### config.mk
export PLATFORM = sky130hd
export DESIGN_NAME = midi_event_vlq_serializer
export DESIGN_NICKNAME = d
export VERILOG_FILES = /design/src/sv/mevs_pkg.sv /design/src/sv/mevs_front.sv /design/src/sv/mevs_queue.sv /design/src/sv/mevs_back.sv /design/src/sv/midi_event_vlq_serializer.sv
export SDC_FILE = /design/constraint.sdc
export NUM_CORES = 1
export LEC_CHECK = 0
export BUFFER_PORTS_ARGS = -buffer_cell sky130_fd_sc_hd__buf_4
export CAP_MARGIN = 20
export CORE_MARGIN = 8
export CORE_UTILIZATION = 30
export DETAILED_ROUTE_END_ITERATION = 8
export RECOVER_POWER = 25
export SLEW_MARGIN = 0
export SYNTH_ARGS = -nofsm -noshare
export SYNTH_HDL_FRONTEND = slang
export SYNTH_SLANG_ARGS = --single-unit
### constraint.sdc
create_clock -name clk_i -period 3.7 [get_ports clk_i]
set_clock_uncertainty 0.2 [all_clocks]
set_input_delay 0.74 -clock clk_i [delete_from_list [all_inputs] [get_ports clk_i]]
set_output_delay 0.74 -clock clk_i [all_outputs]
set_load 0.01 [all_outputs]
### src/sv/mevs_pkg.sv
// Shared types and constants for the MIDI event serializer.
// No dependencies.
package mevs_pkg;

  localparam int unsigned TimeW      = 32;
  localparam int unsigned DeltaW     = 28;
  localparam int unsigned ByteW      = 8;
  localparam int unsigned GroupW     = 7;
  localparam int unsigned QueueDepth = 2;
  localparam int unsigned QueuePtrW  = $clog2(QueueDepth);
  localparam int unsigned QueueCntW  = $clog2(QueueDepth + 1);
  localparam int unsigned ByteIdxW   = 3;

  localparam logic [DeltaW-1:0] MaxDelta    = 28'hFFF_FFFF;
  localparam logic [GroupW-1:0] GroupMask   = 7'h7F;
  localparam logic              ContinueBit = 1'b1;

  // One classified event: saturated delta, index of its top 7-bit group
  // (number of delta bytes minus one), and the three message bytes.
  typedef struct packed {
    logic [DeltaW-1:0] delta;
    logic [1:0]        top_grp;
    logic [ByteW-1:0]  status_byte;
    logic [ByteW-1:0]  data_one;
    logic [ByteW-1:0]  data_two;
  } vlq_rec_t;

  typedef struct packed {
    logic full;
    logic empty;
  } q_stat_t;

endpackage

### src/sv/mevs_front.sv
// Front end: accepts events, computes the saturated delta and byte count.
// Depends on mevs_pkg.
module mevs_front (
  input  logic                     clk_i,
  input  logic                     rst_ni,
  input  logic                     in_valid_i,
  output logic                     in_ready_o,
  input  logic [mevs_pkg::TimeW-1:0] now_ms_i,
  input  logic [mevs_pkg::ByteW-1:0] status_byte_i,
  input  logic [mevs_pkg::ByteW-1:0] data_one_i,
  input  logic [mevs_pkg::ByteW-1:0] data_two_i,
  input  mevs_pkg::q_stat_t        q_stat_i,
  output logic                     push_o,
  output mevs_pkg::vlq_rec_t       rec_o
);

  logic                       started_q, started_d;
  logic [mevs_pkg::TimeW-1:0] prev_time_q, prev_time_d;
  logic [mevs_pkg::TimeW-1:0] raw_delta;
  logic [mevs_pkg::DeltaW-1:0] sat_delta;
  logic [1:0]                 top_grp;

  assign in_ready_o = !q_stat_i.full;
  assign push_o     = in_valid_i && in_ready_o;

  always_comb begin
    raw_delta = started_q ? (now_ms_i - prev_time_q) : '0;
    // clamp to what four VLQ bytes can carry
    if (|raw_delta[mevs_pkg::TimeW-1:mevs_pkg::DeltaW]) begin
      sat_delta = mevs_pkg::MaxDelta;
    end else begin
      sat_delta = raw_delta[mevs_pkg::DeltaW-1:0];
    end
    if (|sat_delta[27:21]) begin
      top_grp = 2'd3;
    end else if (|sat_delta[20:14]) begin
      top_grp = 2'd2;
    end else if (|sat_delta[13:7]) begin
      top_grp = 2'd1;
    end else begin
      top_grp = 2'd0;
    end
  end

  always_comb begin
    rec_o.delta       = sat_delta;
    rec_o.top_grp     = top_grp;
    rec_o.status_byte = status_byte_i;
    rec_o.data_one    = data_one_i;
    rec_o.data_two    = data_two_i;
  end

  assign started_d   = push_o ? 1'b1 : started_q;
  assign prev_time_d = push_o ? now_ms_i : prev_time_q;

  always_ff @(posedge clk_i or negedge rst_ni) begin
    if (!rst_ni) begin
      started_q   <= 1'b0;
      prev_time_q <= '0;
    end else begin
      started_q   <= started_d;
      prev_time_q <= prev_time_d;
    end
  end

endmodule

### src/sv/mevs_queue.sv
// Short event queue between the front end and the byte serializer.
// Depends on mevs_pkg.
module mevs_queue (
  input  logic               clk_i,
  input  logic               rst_ni,
  input  logic               push_i,
  input  mevs_pkg::vlq_rec_t rec_i,
  input  logic               pop_i,
  output mevs_pkg::vlq_rec_t head_o,
  output mevs_pkg::q_stat_t  stat_o
);

  mevs_pkg::vlq_rec_t           entries_q [mevs_pkg::QueueDepth];
  logic [mevs_pkg::QueuePtrW-1:0] wr_ptr_q, wr_ptr_d;
  logic [mevs_pkg::QueuePtrW-1:0] rd_ptr_q, rd_ptr_d;
  logic [mevs_pkg::QueueCntW-1:0] count_q, count_d;

  function automatic logic [mevs_pkg::QueuePtrW-1:0] next_ptr(
    input logic [mevs_pkg::QueuePtrW-1:0] ptr
  );
    if (ptr == mevs_pkg::QueuePtrW'(mevs_pkg::QueueDepth - 1)) begin
      return '0;
    end
    return ptr + 1'b1;
  endfunction

  assign stat_o.full  = (count_q == mevs_pkg::QueueCntW'(mevs_pkg::QueueDepth));
  assign stat_o.empty = (count_q == '0);
  assign head_o       = entries_q[rd_ptr_q];

  always_comb begin
    wr_ptr_d = push_i ? next_ptr(wr_ptr_q) : wr_ptr_q;
    rd_ptr_d = pop_i ? next_ptr(rd_ptr_q) : rd_ptr_q;
    count_d  = count_q;
    if (push_i && !pop_i) begin
      count_d = count_q + 1'b1;
    end else if (pop_i && !push_i) begin
      count_d = count_q - 1'b1;
    end
  end

  always_ff @(posedge clk_i or negedge rst_ni) begin
    if (!rst_ni) begin
      wr_ptr_q <= '0;
      rd_ptr_q <= '0;
      count_q  <= '0;
    end else begin
      wr_ptr_q <= wr_ptr_d;
      rd_ptr_q <= rd_ptr_d;
      count_q  <= count_d;
    end
  end

  always_ff @(posedge clk_i) begin
    if (push_i) begin
      entries_q[wr_ptr_q] <= rec_i;
    end
  end

endmodule

### src/sv/mevs_back.sv
// Back end: walks the queue head into an output register, one byte per cycle unless stalled.
// Depends on mevs_pkg.
module mevs_back (
  input  logic                       clk_i,
  input  logic                       rst_ni,
  input  mevs_pkg::vlq_rec_t         head_i,
  input  mevs_pkg::q_stat_t          q_stat_i,
  output logic                       pop_o,
  output logic                       out_valid_o,
  input  logic                       out_ready_i,
  output logic [mevs_pkg::ByteW-1:0] out_byte_o,
  output logic                       last_byte_o
);

  logic [mevs_pkg::ByteIdxW-1:0] byte_idx_q, byte_idx_d;
  logic                          out_valid_q, out_valid_d;
  logic [mevs_pkg::ByteW-1:0]    out_byte_q, out_byte_d;
  logic                          last_byte_q, last_byte_d;
  logic                          load;
  logic [mevs_pkg::ByteIdxW-1:0] top_idx;
  logic [1:0]                    grp;
  logic [mevs_pkg::GroupW-1:0]   grp_bits;
  logic [mevs_pkg::ByteW-1:0]    next_byte;
  logic                          is_last;

  assign load    = (!out_valid_q || out_ready_i) && !q_stat_i.empty;
  assign top_idx = {1'b0, head_i.top_grp};
  assign is_last = (byte_idx_q == top_idx + 3'd3);
  assign pop_o   = load && is_last;
  assign grp     = head_i.top_grp - byte_idx_q[1:0];

  always_comb begin
    case (grp)
      2'd0:    grp_bits = head_i.delta[6:0];
      2'd1:    grp_bits = head_i.delta[13:7];
      2'd2:    grp_bits = head_i.delta[20:14];
      default: grp_bits = head_i.delta[27:21];
    endcase
    grp_bits = grp_bits & mevs_pkg::GroupMask;

    if (byte_idx_q <= top_idx) begin
      // continuation flag on every delta byte but the lowest group
      next_byte = {(grp != 2'd0) & mevs_pkg::ContinueBit, grp_bits};
    end else if (byte_idx_q == top_idx + 3'd1) begin
      next_byte = head_i.status_byte;
    end else if (byte_idx_q == top_idx + 3'd2) begin
      next_byte = head_i.data_one;
    end else begin
      next_byte = head_i.data_two;
    end
  end

  always_comb begin
    byte_idx_d  = byte_idx_q;
    out_valid_d = out_valid_q;
    out_byte_d  = out_byte_q;
    last_byte_d = last_byte_q;
    if (load) begin
      out_valid_d = 1'b1;
      out_byte_d  = next_byte;
      last_byte_d = is_last;
      byte_idx_d  = is_last ? '0 : byte_idx_q + 1'b1;
    end else if (out_ready_i) begin
      out_valid_d = 1'b0;
    end
  end

  always_ff @(posedge clk_i or negedge rst_ni) begin
    if (!rst_ni) begin
      byte_idx_q  <= '0;
      out_valid_q <= 1'b0;
    end else begin
      byte_idx_q  <= byte_idx_d;
      out_valid_q <= out_valid_d;
    end
  end

  always_ff @(posedge clk_i) begin
    out_byte_q  <= out_byte_d;
    last_byte_q <= last_byte_d;
  end

  assign out_valid_o = out_valid_q;
  assign out_byte_o  = out_byte_q;
  assign last_byte_o = last_byte_q;

endmodule

### src/sv/midi_event_vlq_serializer.sv
// MIDI event serializer: each accepted event comes out as 4 to 7 bytes, one
// byte per cycle from a registered output while out_ready_i takes them: the
// delta time since the previous event (0 for the first one after reset,
// saturated to 0x0FFFFFFF) as a 1 to 4 byte big-endian variable-length
// quantity, then status, data one and data two, with last_byte_o set on data
// two. The output port is the limiting stage; the input side takes events into
// a two-entry queue as long as it has room, so one event may wait while the
// previous one is sent, two once its last byte is in the output register.
// Depends on mevs_pkg, mevs_front, mevs_queue and mevs_back.
module midi_event_vlq_serializer (
  input  logic                       clk_i,
  input  logic                       rst_ni,
  input  logic                       in_valid_i,
  output logic                       in_ready_o,
  input  logic [mevs_pkg::TimeW-1:0] now_ms_i,
  input  logic [mevs_pkg::ByteW-1:0] status_byte_i,
  input  logic [mevs_pkg::ByteW-1:0] data_one_i,
  input  logic [mevs_pkg::ByteW-1:0] data_two_i,
  output logic                       out_valid_o,
  input  logic                       out_ready_i,
  output logic [mevs_pkg::ByteW-1:0] out_byte_o,
  output logic                       last_byte_o
);

  mevs_pkg::q_stat_t  q_stat;
  mevs_pkg::vlq_rec_t push_rec;
  mevs_pkg::vlq_rec_t head_rec;
  logic               push;
  logic               pop;

  mevs_front u_front (
    .clk_i         (clk_i),
    .rst_ni        (rst_ni),
    .in_valid_i    (in_valid_i),
    .in_ready_o    (in_ready_o),
    .now_ms_i      (now_ms_i),
    .status_byte_i (status_byte_i),
    .data_one_i    (data_one_i),
    .data_two_i    (data_two_i),
    .q_stat_i      (q_stat),
    .push_o        (push),
    .rec_o         (push_rec)
  );

  mevs_queue u_queue (
    .clk_i  (clk_i),
    .rst_ni (rst_ni),
    .push_i (push),
    .rec_i  (push_rec),
    .pop_i  (pop),
    .head_o (head_rec),
    .stat_o (q_stat)
  );

  mevs_back u_back (
    .clk_i       (clk_i),
    .rst_ni      (rst_ni),
    .head_i      (head_rec),
    .q_stat_i    (q_stat),
    .pop_o       (pop),
    .out_valid_o (out_valid_o),
    .out_ready_i (out_ready_i),
    .out_byte_o  (out_byte_o),
    .last_byte_o (last_byte_o)
  );

endmodule

==> Word level (Yosys, flattened, before mapping) <==
Memories as Yosys holds them, arrays and structs flattened.
Index checks and enable logic that the tools add are counted.
{ "totals": {"ramBits": 108, "ff_bits": 50, "memories": 1, "out_inout_bits": 11} }
{ "memory_table": {"columns": ["name", "depth", "word_bits", "rd", "rd_clocked_by_memory_dff", "wr", "line_no", "rtl"], "rows": [
  ["u_queue.entries_q", 2, 54, 1, 0, 1, "mevs_queue.sv:13", "mevs_pkg::vlq_rec_t entries_q [mevs_pkg::QueueDepth];"]
]} }
{ "classes": {"addsub": 10, "order_cmp": 1, "n_mux": 22, "n_reduce_logical": 20, "eq_ne": 6} }
{ "ops": {"columns": ["operator", "n"], "rows": [
  ["32-bit two-way mux", 1],
  ["32-bit subtractor", 1],
  ["28-bit two-way mux", 1],
  ["8-bit two-way mux", 3],
  ["7-bit one-hot mux with 3 select lines", 1],
  ["7-bit OR reduction", 3],
  ["1-bit two-way mux", 11],
  ["3-bit equality test", 3],
  ["2-bit two-way mux", 4],
  ["2-bit by 2-bit adder with 3-bit output (second input constant)", 2],
  ["2-bit nonzero test", 3],
  ["1-bit logical AND", 5],
  ["1-bit zero test", 5],
  ["2-bit equality test (second input constant)", 2],
  ["2-bit zero test", 2],
  ["4-bit OR reduction", 1],
  ["2-bit by 1-bit adder with 3-bit output (second input constant)", 1],
  ["3-bit by 1-bit adder with 3-bit output (second input constant)", 1],
  ["3-bit by 2-bit less-or-equal comparator with 1-bit output", 1],
  ["3-bit two-way mux", 1],
  ["1-bit adder (second input constant)", 2],
  ["2-bit by 1-bit adder with 2-bit output (second input constant)", 1],
  ["2-bit by 1-bit equality test with 1-bit output (second input constant)", 1],
  ["2-bit by 1-bit subtractor with 2-bit output (second input constant)", 1],
  ["other kinds (2)", 2]
]} }

==> Depth between registers and ports, before layout <==
Gate-level depths: netlist (run 1).
{ "logic_depth": {"ltp_word": 8, "ltp_mapped": 15, "depth_no_buf": 12} }

==> By module <==
Synthesis (run 1) repeated with hierarchy kept, for this count alone.
{ "unflattened": {"hier_cells": 765, "hier_area_um2": 9052.4} }
{ "modules_own_cells": {"columns": ["mod", "cells_each", "instances", "area_per_inst_um2"], "rows": [
  ["mevs_queue", 184, 1, 4332.9],
  ["mevs_front", 476, 1, 3614.7],
  ["mevs_back", 105, 1, 1104.8]
]} }

==> Worst setup path after synthesis (run 1) <==
No wires, ideal clock.
{ "synth_path": {"path_type": "register to register", "from": "reg u_queue.rd_ptr_q", "to": "reg u_back.out_byte_q, in the netlist u_back.out_byte_o[5] (data pin)", "t_arrival_ns": 3.559, "period_less_slack_ns": 4.029, "path_stages_with_launch": 15, "setup_ns": 0.270, "t_required_ns": 3.230, "slack_ns": -0.329, "cell_sequence": "dfrtp_1 -> buf_2 -> buf_1 -> clkbuf_1 -> clkbuf_1 -> mux2i_1 -> inv_1 -> ha_1 -> clkbuf_1 -> a21oi_1 -> or2_2 -> clkbuf_1 -> clkbuf_1 -> nor3_1 -> a21oi_1"} }
{ "synth_between": {"elab_chain_cells": 6, "word_cells_on_any_way": 14, "cone_classes": "3 x add/sub; 1 x order compare; 4 x eq/ne; 4 x mux; 1 x reduce/logical; 1 x memory"} }
{ "synth_rtl": {"columns": ["item", "line_no", "rtl"], "rows": [
  ["start, declared", "mevs_queue.sv:15", "logic [mevs_pkg::QueuePtrW-1:0] rd_ptr_q, rd_ptr_d;"],
  ["start signal, assigned", "mevs_queue.sv:49", "rd_ptr_q <= rd_ptr_d;"],
  ["memory read 2 x 54 bit (*)", null, null],
  ["2-bit by 2-bit adder with 3-bit output", "mevs_back.sv:46", "end else if (byte_idx_q == top_idx + 3'd2) begin"],
  ["3-bit equality test", "mevs_back.sv:46", null],
  ["8-bit two-way mux", "mevs_back.sv:46", null],
  ["8-bit two-way mux", "mevs_back.sv:44", "end else if (byte_idx_q == top_idx + 3'd1) begin"],
  ["8-bit two-way mux (*)", "mevs_back.sv:41", "if (byte_idx_q <= top_idx) begin"],
  ["net u_back.next_byte, one bit", "mevs_back.sv:23", "logic [mevs_pkg::ByteW-1:0] next_byte;"],
  ["end signal, assigned", "mevs_back.sv:79", "out_byte_q <= out_byte_d;"],
  ["end, declared", "mevs_back.sv:17", "logic [mevs_pkg::ByteW-1:0] out_byte_q, out_byte_d;"]
]} }
Mark *: on every way through the listed nets, which the timed path passes. The rest lies on a longest branch.
A chain may end at the register's enable or synchronous reset.

==> metrics.txt, run 1 <==
Yosys top cell by area=edfxtp_1; global-route wire length before repair=33700 um; crit path launch=u_front.prev_time_q[1]; Placer Congestion=0.8472; root buffer cell=clkbuf_16; critical path depth=11; Nets=1040; synthesized flop and latch total=158; Netlist Area Pre-Place=8655 um2; Setup crit end=u_queue.entries_q[0][24]; worst min-delay path category=primary input to flop; number of flops mapped to enable cells by yosys=117; VDD IR-drop max=0.3501 mV; Remaining Overflow, GRT=0; syn_area_per_cell=10.90 um2; non-filler instance count after layout=1336; Port Buffers=70; Area contributors post-synth=edfxtp_1 41%, dfrtp_1 12%, ha_1 5.6%; DRC Markers=0; die area=34540 um2; die height=185.9 um; Cell variety after synth=69; CP Capture Type=flop; worst endpoint data arrival time=3.40 ns; delay-heaviest family, CP=compound AO/OA/AOI/OAI gates; critical path class=flop to flop; via count=6536; crit path cell chain=inv_1, ha_1, nor2b_1, o2111ai_1, a211o_1, a2111oi_0, nor3_1, xnor2_1, nand4_4, nor4b_2, o32ai_2; layout cells sized above 1=0.2332; Std-Cell Rows=62; Seq pwr share=0.291; final hold violations=0; Worst Reg-to-Reg Cells=11; CP Launch Type=flop; worst-path fanout max=4; Layout fillers=2887; Comb power frac=0.521; Post-Syn Instances=794; outcome=finished, violations left; CORE AREA=28550 um2; Routed WL=20990 um; ys async rst share=0.2595; CTS tree=yes; buffer count from post-CTS setup fixing=0; largest net degree at the start of global routing=59; CP max stage cell=a211o_1; failing checks=max-capacitance violations, max-slew violations; Int Power=0.005675 W; post-layout util=0.3772; dpl cells=1305; Global Route Usage Sum=0.1243; initial drt markers=427; share of total power in the clock network=0.188; Tmin final=3.443 ns; Final Setup Violations=0; worst r2r dst=u_queue.entries_q[0][24]; Slew @ Worst Pin=2.442 ns; initial antenna violation count=0; leakage=4.067 nW; RSZ-0062 raised after global routing=false; # H-tree levels=4; relative slew slack=-0.6278; clock sink total=158; Pwr per Cell Area=859.8 nW/um2; die extent in x=185.9 um; Sw Pwr=0.003583 W; setup TNS=0 ns; reg2reg start=u_front.prev_time_q[1]; reg-to-reg setup timing slack=0.26 ns; ant diodes=0; Initial Util=0.3032; CTS buffer count=17; drt first pass iters=7; Yosys warning count=0; sequential share of the synthesized area=0.5245; ys flop type=edfxtp_1; DR WL/cell=15.71 um; Synth top area share=0.4060; Longest Clk Path Bufs=2; Layout area overhead=24.42%; top achievable clock speed=290.4 MHz; Vias per Instance=4.892; most frequent cells after synthesis=117 x edfxtp_1, 92 x nand2_1, 71 x a21oi_1; Final HPWL DP=15510 um; Post-CTS Hold Buffers=0; Worst Path Buf+Inv=1; Tcrit/Tclk final=0.9306; max incr delay on CP=0.41 ns; Crit path required time=3.66 ns; syn_nets=894; clk_lat worst skew=0.43 ns; I/O pin count=71; max-cap violation count=1; count leader, synth=edfxtp_1; final antenna-violating net count=0; cts repair resizes=0; Max Slew Vio Count=42; Sw Share=0.3870; vias in the first global route=6574; clock slew at reported path FFs=0.06 ns
## stage by stage
stage | cell area (um2) | hold WS (ns) | worst slack (ns) | total power [W]
after CTS | 10810 | 0.1125 | 0.1885 | 0.009339
final | 10770 | 0.3107 | 0.2569 | 0.009258
after detailed placement | 10240 | 0.3087 | -0.2584 | 0.007566
after global placement | 10240 | 0.2973 | -0.1360 | 0.007507
after floorplan | 8660 | 0.2444 | 0.02150 | 0.005711
after global routing | 10770 | 0.2949 | 0.02177 | 0.009911
## cell usage in the layout (no fill, tap or decap), types with 9 or more instances in the layout
cell and count:
buf_4 142, edfxtp_1 117, nand2_1 92, a21oi_1 70, o21ai_0 68, inv_1 42, dfrtp_1 40, ha_1 39
nor2_1 38, mux2i_1 27, nor3_1 22, xnor2_1 19, clkbuf_16 17, clkbuf_1 15, xor2_1 13, nand3_1 13
o211ai_1 12, clkbuf_4 12, nand2b_1 10, a21o_1 10, a31oi_1 9
## logic make-up after synthesis
logic type | Yosys count | synth area share
compound gates | 221 | 0.1587
xor+xnor | 34 | 0.03614
fa+ha+maj | 40 | 0.05870
buf+inv | 84 | 0.04149
flops | 158 | 0.5245
mux | 38 | 0.05595
simple gates | 219 | 0.1245
## flip-flops by register name, summed over array words and instances, names as in the netlist
register,count
u_back.byte_idx_q,3
u_back.last_byte_o,1
u_back.out_byte_o,8
u_back.out_valid_o,1
u_front.prev_time_q,32
u_front.started_q,1
u_queue.count_q,2
u_queue.entries_q,108
u_queue.rd_ptr_q,1
u_queue.wr_ptr_q,1
## power by group through the flow
stage	registers (W)	logic, W	clock network, W
4_1_cts	0.00270	0.00487	0.00178
2_1_floorplan	0.00271	0.00301	0
3_5_place_dp	0.00273	0.00483	0
3_3_place_gp	0.00272	0.00479	0
5_1_grt	0.00274	0.00533	0.00184
6_report	0.00269	0.00483	0.00174
## worst min path at each step
stage	end	cells past startpoint	start
after floorplan	u_back.byte_idx_q[0]	0	rst_ni
after global placement	u_queue.count_q[1]	1	u_queue.count_q[1]
after detailed placement	u_queue.count_q[1]	1	u_queue.count_q[1]
after CTS	u_front.prev_time_q[29]	1	rst_ni
after global routing	u_queue.entries_q[0][11]	1	data_one_i[3]
final	u_queue.entries_q[1][13]	1	data_one_i[5]
## layout make-up
class,instances,area (um2),area share
clock inverters,11,133.9,0.01243
inverters,42,157.7,0.01464
flip-flops and latches,158,4541,0.4217
well taps,384,480.5,0.04462
multi-input cells,552,3774,0.3505
repair buffers,169,1245,0.1156
clock buffers,20,436.7,0.04055
## metal layers
metal | GRT usage | up-vias | routed length [um]
li1 | - | 3231 | -
met1 | 0.1643 | 3108 | 9843
met2 | 0.1958 | 163 | 9668
met3 | 0.02928 | 34 | 1015
met4 | 0.04541 | 0 | 458
met5 | 0 | - | 0
Note: power is estimated with default switching activity, not from simulation.
==> run 2, diff against run 1 <==
CORE_UTILIZATION = 55   (was 30)
PLACE_DENSITY = 0.77   (was default)
==> run 2 against run 1 <==
  * The run still ends with max-capacitance violations, max-slew violations left
  * Critical path type is now primary input to flop
  * Sequential power about the same
  * Flip-flop and latch count unchanged
  * Largest cell class unchanged
  * Clock power is 2% lower
  * Maximum frequency is 0.18% lower
  * Via count down 1.3%
  * Non-clock buffer count shrank 4
  * Largest power group unchanged
  * Hold slack worse by 0.011 ns
  * Die area shrank 42%
  * Wire length fell by 9.6%
  * Highest routed layer unchanged
  * Global-route usage rose by 7.4 points
==> metrics.txt, run 2 (same netlist as run 1, synthesis figures left out) <==
outcome=finished, violations left; failing checks=max-capacitance violations, max-slew violations; initial drt markers=473 (+11%); DR WL/cell=16.29 um (+3.7%); global-route wire length before repair=31460 um (-6.6%); CP Launch Type=primary input; Worst Reg-to-Reg Cells=12 (+1); CTS tree=yes; largest net degree at the start of global routing=59 (unchanged); Pwr per Cell Area=860.3 nW/um2 (about the same); Placer Congestion=0.8918 (+5.3%); hold endpoint=u_back.out_valid_o; Global Route Usage Sum=0.1984 (+0.07418); Final Setup Violations=0 (unchanged); Port Buffers=70 (unchanged); clk_lat worst skew=0.43 ns (about the same); Sw Share=0.3955 (+0.008507); die extent in x=141.4 um (-24%); Sw Pwr=0.003591 W (+0.23%); met2 Track Usage GR=0.3474 (+0.1516); leakage=4.077 nW (+0.23%); crit path cell chain=buf_4, ha_1, a21oi_1, o21ai_1, a221oi_2, nor2_1, or4_4, o311ai_4, nand4_4, nor4b_4, o32ai_2; die area=20010 um2 (-42%); worst endpoint data arrival time=3.40 ns (about the same); root buffer cell=clkbuf_16; setup TNS=0 ns (unchanged); Routed WL=18980 um (-9.6%); Comb power frac=0.516 (-0.005); Crit path required time=3.65 ns (about the same); Nets=1036 (-0.38%); via count=6450 (-1.3%); Vias per Instance=5.536 (+13%); GR Layer Usage met1=0.2328 (+0.06848); Int Power=0.005488 W (-3.3%); # H-tree levels=4 (unchanged); delay-heaviest family, CP=simple AND/OR/NAND/NOR gates; VDD IR-drop max=0.4262 mV (+22%); WHS Path Cells=2 (+1); CTS buffer count=17 (unchanged); DRC Markers=0 (unchanged); max-cap violation count=1 (unchanged); Hold Path Origin=u_back.out_valid_o; CP max stage cell=or4_4; Tmin final=3.449 ns (+0.006153 ns); Layout area overhead=21.95%; vias in the first global route=6517 (-0.87%); I/O pin count=71 (unchanged); Std-Cell Rows=46 (-26%); die height=141.4 um (-24%); Longest Clk Path Bufs=2 (unchanged); busiest grt layer=met2; Tcrit/Tclk final=0.9322 (+0.001663); final antenna-violating net count=0 (unchanged); max reg flops=108 (unchanged); reg-to-reg setup timing slack=0.28 ns (+0.02 ns); worst min-delay path category=flop to flop; RSZ-0062 raised after global routing=false; most frequent cells in the layout=139 x buf_4, 117 x edfxtp_1, 92 x nand2_1; commonest non-fill, non-tap cell in the layout=buf_4; layout cells sized above 1=0.2403 (+0.007060); final hold violations=0 (unchanged); buffer count from post-CTS setup fixing=0 (unchanged); share of total power in the clock network=0.188 (about the same); Seq pwr share=0.296 (+0.005); top achievable clock speed=289.9 MHz (-0.18%); relative slew slack=-0.5482 (+0.07952); worst r2r dst=u_queue.entries_q[0][24]; Final HPWL DP=14070 um (-9.3%); Pwr Total=0.009080 W (-1.9%); critical path class=primary input to flop; reg2reg start=u_front.prev_time_q[0]; Biggest register=u_queue.entries_q; Slew @ Worst Pin=2.322 ns (-0.1193 ns); Initial Util=0.5528 (+0.2497); drt first pass iters=5 (-2); Remaining Overflow, GRT=0 (unchanged); max incr delay on CP=0.50 ns (+0.09 ns); initial antenna violation count=0 (unchanged); CORE AREA=15660 um2 (-45%); GR Util met3=0.04671 (+0.01743); clock slew at reported path FFs=0.07 ns (about the same); ant diodes=0 (unchanged); Worst Path Buf+Inv=1 (unchanged); worst-path fanout max=6 (+2); Max Slew Vio Count=42 (unchanged); clock sink total=158 (unchanged); CP Capture Type=flop
run 2: cell types whose count changed in the layout (fill, tap and decap cells not counted), sizes merged:
cell	before	now
buf	145	140
clkinv	3	5
bufinv	2	0
clkbuf	44	42
inv	46	50
run 2: stage by stage:
| step | setup WS (ns) | instance area [um2] | utilization | cells | hold slack, ns |
|---|---|---|---|---|---|
| 2_1_floorplan | 0.02150 | 8660 | - | 794 | 0.2444 |
| 3_3_place_gp | -0.07772 | 9990 | 0.6381 | 1133 | 0.2815 |
| 3_5_place_dp | -0.1442 | 9990 | 0.6381 | 1133 | 0.2913 |
| 4_1_cts | 0.2717 | 10580 | 0.6758 | 1165 | 0.1058 |
| 5_1_grt | 0.01898 | 10550 | 0.6742 | 1165 | 0.2926 |
| 6_report | 0.2507 | 10550 | 0.6742 | 1165 | 0.3001 |
run 2: cell type report:
type                    count  area, um2
clock buffers              17      425.4
clock inverters            15      163.9
fillers                  1198       5101
inverters                  42      157.7
multi-input cells         552       3771
flip-flops and latches    158       4541
well taps                 216      270.3
repair buffers            165       1225
run 2: repair_timing:
item                                    CTS  global route
endpoints found under the setup margin    0             4
resized for setup                         0             1
hold buffers                              0             0
run 2: power groups by stage:
stage	registers, W	clock network, W	logic [W]
CTS	0.00269	0.00173	0.00468
detailed placement	0.00272	0	0.00463
finish	0.00269	0.00170	0.00469
global placement	0.00271	0	0.00455
floorplan	0.00271	0	0.00301
global route	0.00273	0.00181	0.00517
run 2: metal layers:
| metal | vias up | wire [um] |
|---|---|---|
| met5 | - | 0 |
| met3 | 24 | 998 |
| met4 | 0 | 367 |
| met1 | 3024 | 8162 |
| met2 | 174 | 9446 |
| li1 | 3228 | - |
run 2: worst max path at each step:
| stage | start | cells after the start | slack, ns | endpoint |
|---|---|---|---|---|
| after floorplan | u_queue.rd_ptr_q | 14 | 0.02 | u_back.out_byte_o[5] |
| after global placement | now_ms_i[0] | 13 | -0.08 | u_queue.entries_q[0][24] |
| after detailed placement | now_ms_i[0] | 13 | -0.14 | u_queue.entries_q[1][24] |
| after CTS | u_front.prev_time_q[1] | 11 | 0.27 | u_queue.entries_q[0][24] |
| after global routing | u_front.prev_time_q[1] | 11 | 0.02 | u_queue.entries_q[0][24] |
| final | now_ms_i[12] | 11 | 0.25 | u_queue.entries_q[0][24] |
run 2: tightest hold or removal path: stages, from the launching register on:
cell and delay, ns:
dfrtp_1 0.34, nand2b_1 0.07, nand2_1 0.06
==> run 3, diff against run 2 <==
CORE_UTILIZATION = 65   (was 55)
PLACE_DENSITY = 0.86   (was 0.77)
clock period = 4.4 ns   (was 3.7 ns; I/O delays follow)
==> run 3 against run 2 <==
  * Critical endpoint is now u_queue.entries_q[1][24]
  * Sequential power fell by 16%
  * Global-route usage rose by 4.0 points
  * The flow still finishes with violations (max-capacitance violations, max-slew violations)
  * Critical path type unchanged
  * Worst setup slack improved by 0.19 ns
  * Core utilization increased by 7.6 points
  * Sequential share of layout area grew 3.0 points
==> metrics.txt, run 3 (same netlist as run 1, synthesis figures left out) <==
Placer Congestion=0.8964 (+0.52%); final antenna-violating net count=0 (unchanged); Worst Reg-to-Reg Cells=11 (-1); drt first pass iters=5 (unchanged); CTS buffer count=17 (unchanged); most frequent cells in the layout=117 x edfxtp_1, 92 x nand2_1, 71 x a21oi_1; Post-CTS Hold Buffers=0 (unchanged); CTS tree=yes; reg2reg start=u_front.prev_time_q[0]; Max Slew Vio Count=42 (unchanged); clock slew at reported path FFs=0.06 ns (about the same); Pwr Total=0.007232 W (-20%); worst min-delay path category=flop to flop; die height=131.4 um (-7.1%); Vias per Instance=6.207 (+12%); initial antenna violation count=0 (unchanged); buffer count from post-CTS setup fixing=0 (unchanged); Crit path required time=4.31 ns (+0.66 ns); setup TNS=0 ns (unchanged); leakage=3.674 nW (-9.9%); reg-to-reg setup timing slack=0.63 ns (+0.35 ns); largest net degree at the start of global routing=59 (unchanged); vias in the first global route=6584 (+1.0%); Hold Path Origin=u_back.out_valid_o; CP Launch Type=primary input; hold endpoint=u_back.out_valid_o; I/O pin count=71 (unchanged); final hold violations=0 (unchanged); Initial Util=0.6588 (+0.1059); WHS Path Cells=2 (unchanged); top achievable clock speed=252.8 MHz; via count=6462 (+0.19%); clk_lat worst skew=0.42 ns (about the same); Nets=953 (-8.0%); relative slew slack=-0.5280 (+0.02021); Std-Cell Rows=42 (-8.7%); # H-tree levels=4 (unchanged); outcome=finished, violations left; layout cells sized above 1=0.1618 (-0.07840); CP Capture Type=flop; global-route wire length before repair=33440 um (+6.3%); Final HPWL DP=14640 um (+4.1%); critical path class=primary input to flop; initial drt markers=563 (+19%); max-cap violation count=1 (unchanged); RSZ-0062 raised after global routing=false; Global Route Usage Sum=0.2382 (+0.03978); Slew @ Worst Pin=2.292 ns (-0.03032 ns); VDD IR-drop max=0.4193 mV (-1.6%); ant diodes=0 (unchanged); Pwr per Cell Area=733.4 nW/um2 (-15%); worst endpoint data arrival time=3.87 ns (+0.47 ns); root buffer cell=clkbuf_16; Final Setup Violations=0 (unchanged); failing checks=max-capacitance violations, max-slew violations; max reg flops=108 (unchanged); die extent in x=131.4 um (-7.1%); Remaining Overflow, GRT=0 (unchanged); DRC Markers=0 (unchanged); DR WL/cell=19.54 um (+20%); worst-path fanout max=6 (unchanged); Routed WL=20340 um (+7.2%); Layout area overhead=13.94%; Biggest register=u_queue.entries_q; die area=17260 um2 (-14%); Longest Clk Path Bufs=2 (unchanged); Port Buffers=70 (unchanged); Tmin final=3.956 ns; CORE AREA=13140 um2 (-16%); worst r2r dst=u_queue.entries_q[1][24]; clock sink total=158 (unchanged); commonest non-fill, non-tap cell in the layout=edfxtp_1; Tcrit/Tclk final=0.8991; cts repair resizes=0 (unchanged)
## run 3: cell types whose count changed in the layout (fill, tap and decap cells not counted), sizes merged
| cell | previous run | this run |
|---|---|---|
| clkinv | 5 | 4 |
| inv | 50 | 49 |
| clkbuf | 42 | 43 |
| buf | 140 | 56 |
| clkinvlp | 2 | 1 |
| bufinv | 0 | 2 |
## run 3: routing by layer
layer  GRT usage  share of wire  vias up
li1            -              -     3048
met1      0.2882           0.40     3083
met2      0.4004           0.50      279
met3     0.05564          0.059       52
met4      0.1040          0.032        0
met5           0              0        -
## run 3: final cells by class
type                            count  area (um2)
Clock inverter                     14       156.4
Inverter                           42       157.7
Multi-Input combinational cell    552        3770
Tap cell                          176       220.2
Timing Repair Buffer               82       590.6
Fill cell                         889        3277
Sequential cell                   158        4541
Clock buffer                       17       425.4
## run 3: worst max-delay path by stage
stage | cells past startpoint | end | from | slack [ns]
after floorplan | 14 | u_back.out_byte_o[5] | u_queue.rd_ptr_q | 0.37
after global placement | 13 | u_queue.entries_q[0][24] | now_ms_i[0] | 0.29
after detailed placement | 13 | u_queue.entries_q[1][24] | now_ms_i[0] | 0.07
after CTS | 13 | u_queue.entries_q[1][24] | now_ms_i[0] | 0.49
after global routing | 13 | u_queue.entries_q[1][24] | now_ms_i[0] | 0.26
final | 13 | u_queue.entries_q[1][24] | now_ms_i[0] | 0.44
## run 3: worst max-delay path, cell delays in order
cell and delay, ns:
buf_4 0.08, inv_1 0.06, ha_1 0.22, fa_1 0.41, nand2b_1 0.19, a21oi_1 0.30, o21ai_0 0.19, a21oi_1 0.40
a31oi_1 0.16, xor2_1 0.27, nand4_4 0.20, nor4b_4 0.36, o32ai_2 0.16
## run 3: power by group
part	internal (W)	switching, W	total, W	leakage (nW)
clock	0.000845	0.000622	0.00147	0.286
combinational	0.00130	0.00219	0.00349	1.94
sequential	0.00213	0.000149	0.00227	1.45
## run 3: through the flow
stage               hold WS [ns]  instances  utilization  instance area [um2]  setup slack, ns
floorplan                 0.2604        794            -                 8655           0.3711
global placement          0.2752       1010       0.7091                 9316           0.2890
detailed placement        0.3019       1010       0.7091                 9316          0.06818
CTS                       0.2473       1041       0.7534                 9898           0.4950
global route              0.3404       1041       0.7506                 9861           0.2578
finish                    0.3084       1041       0.7506                 9861           0.4438
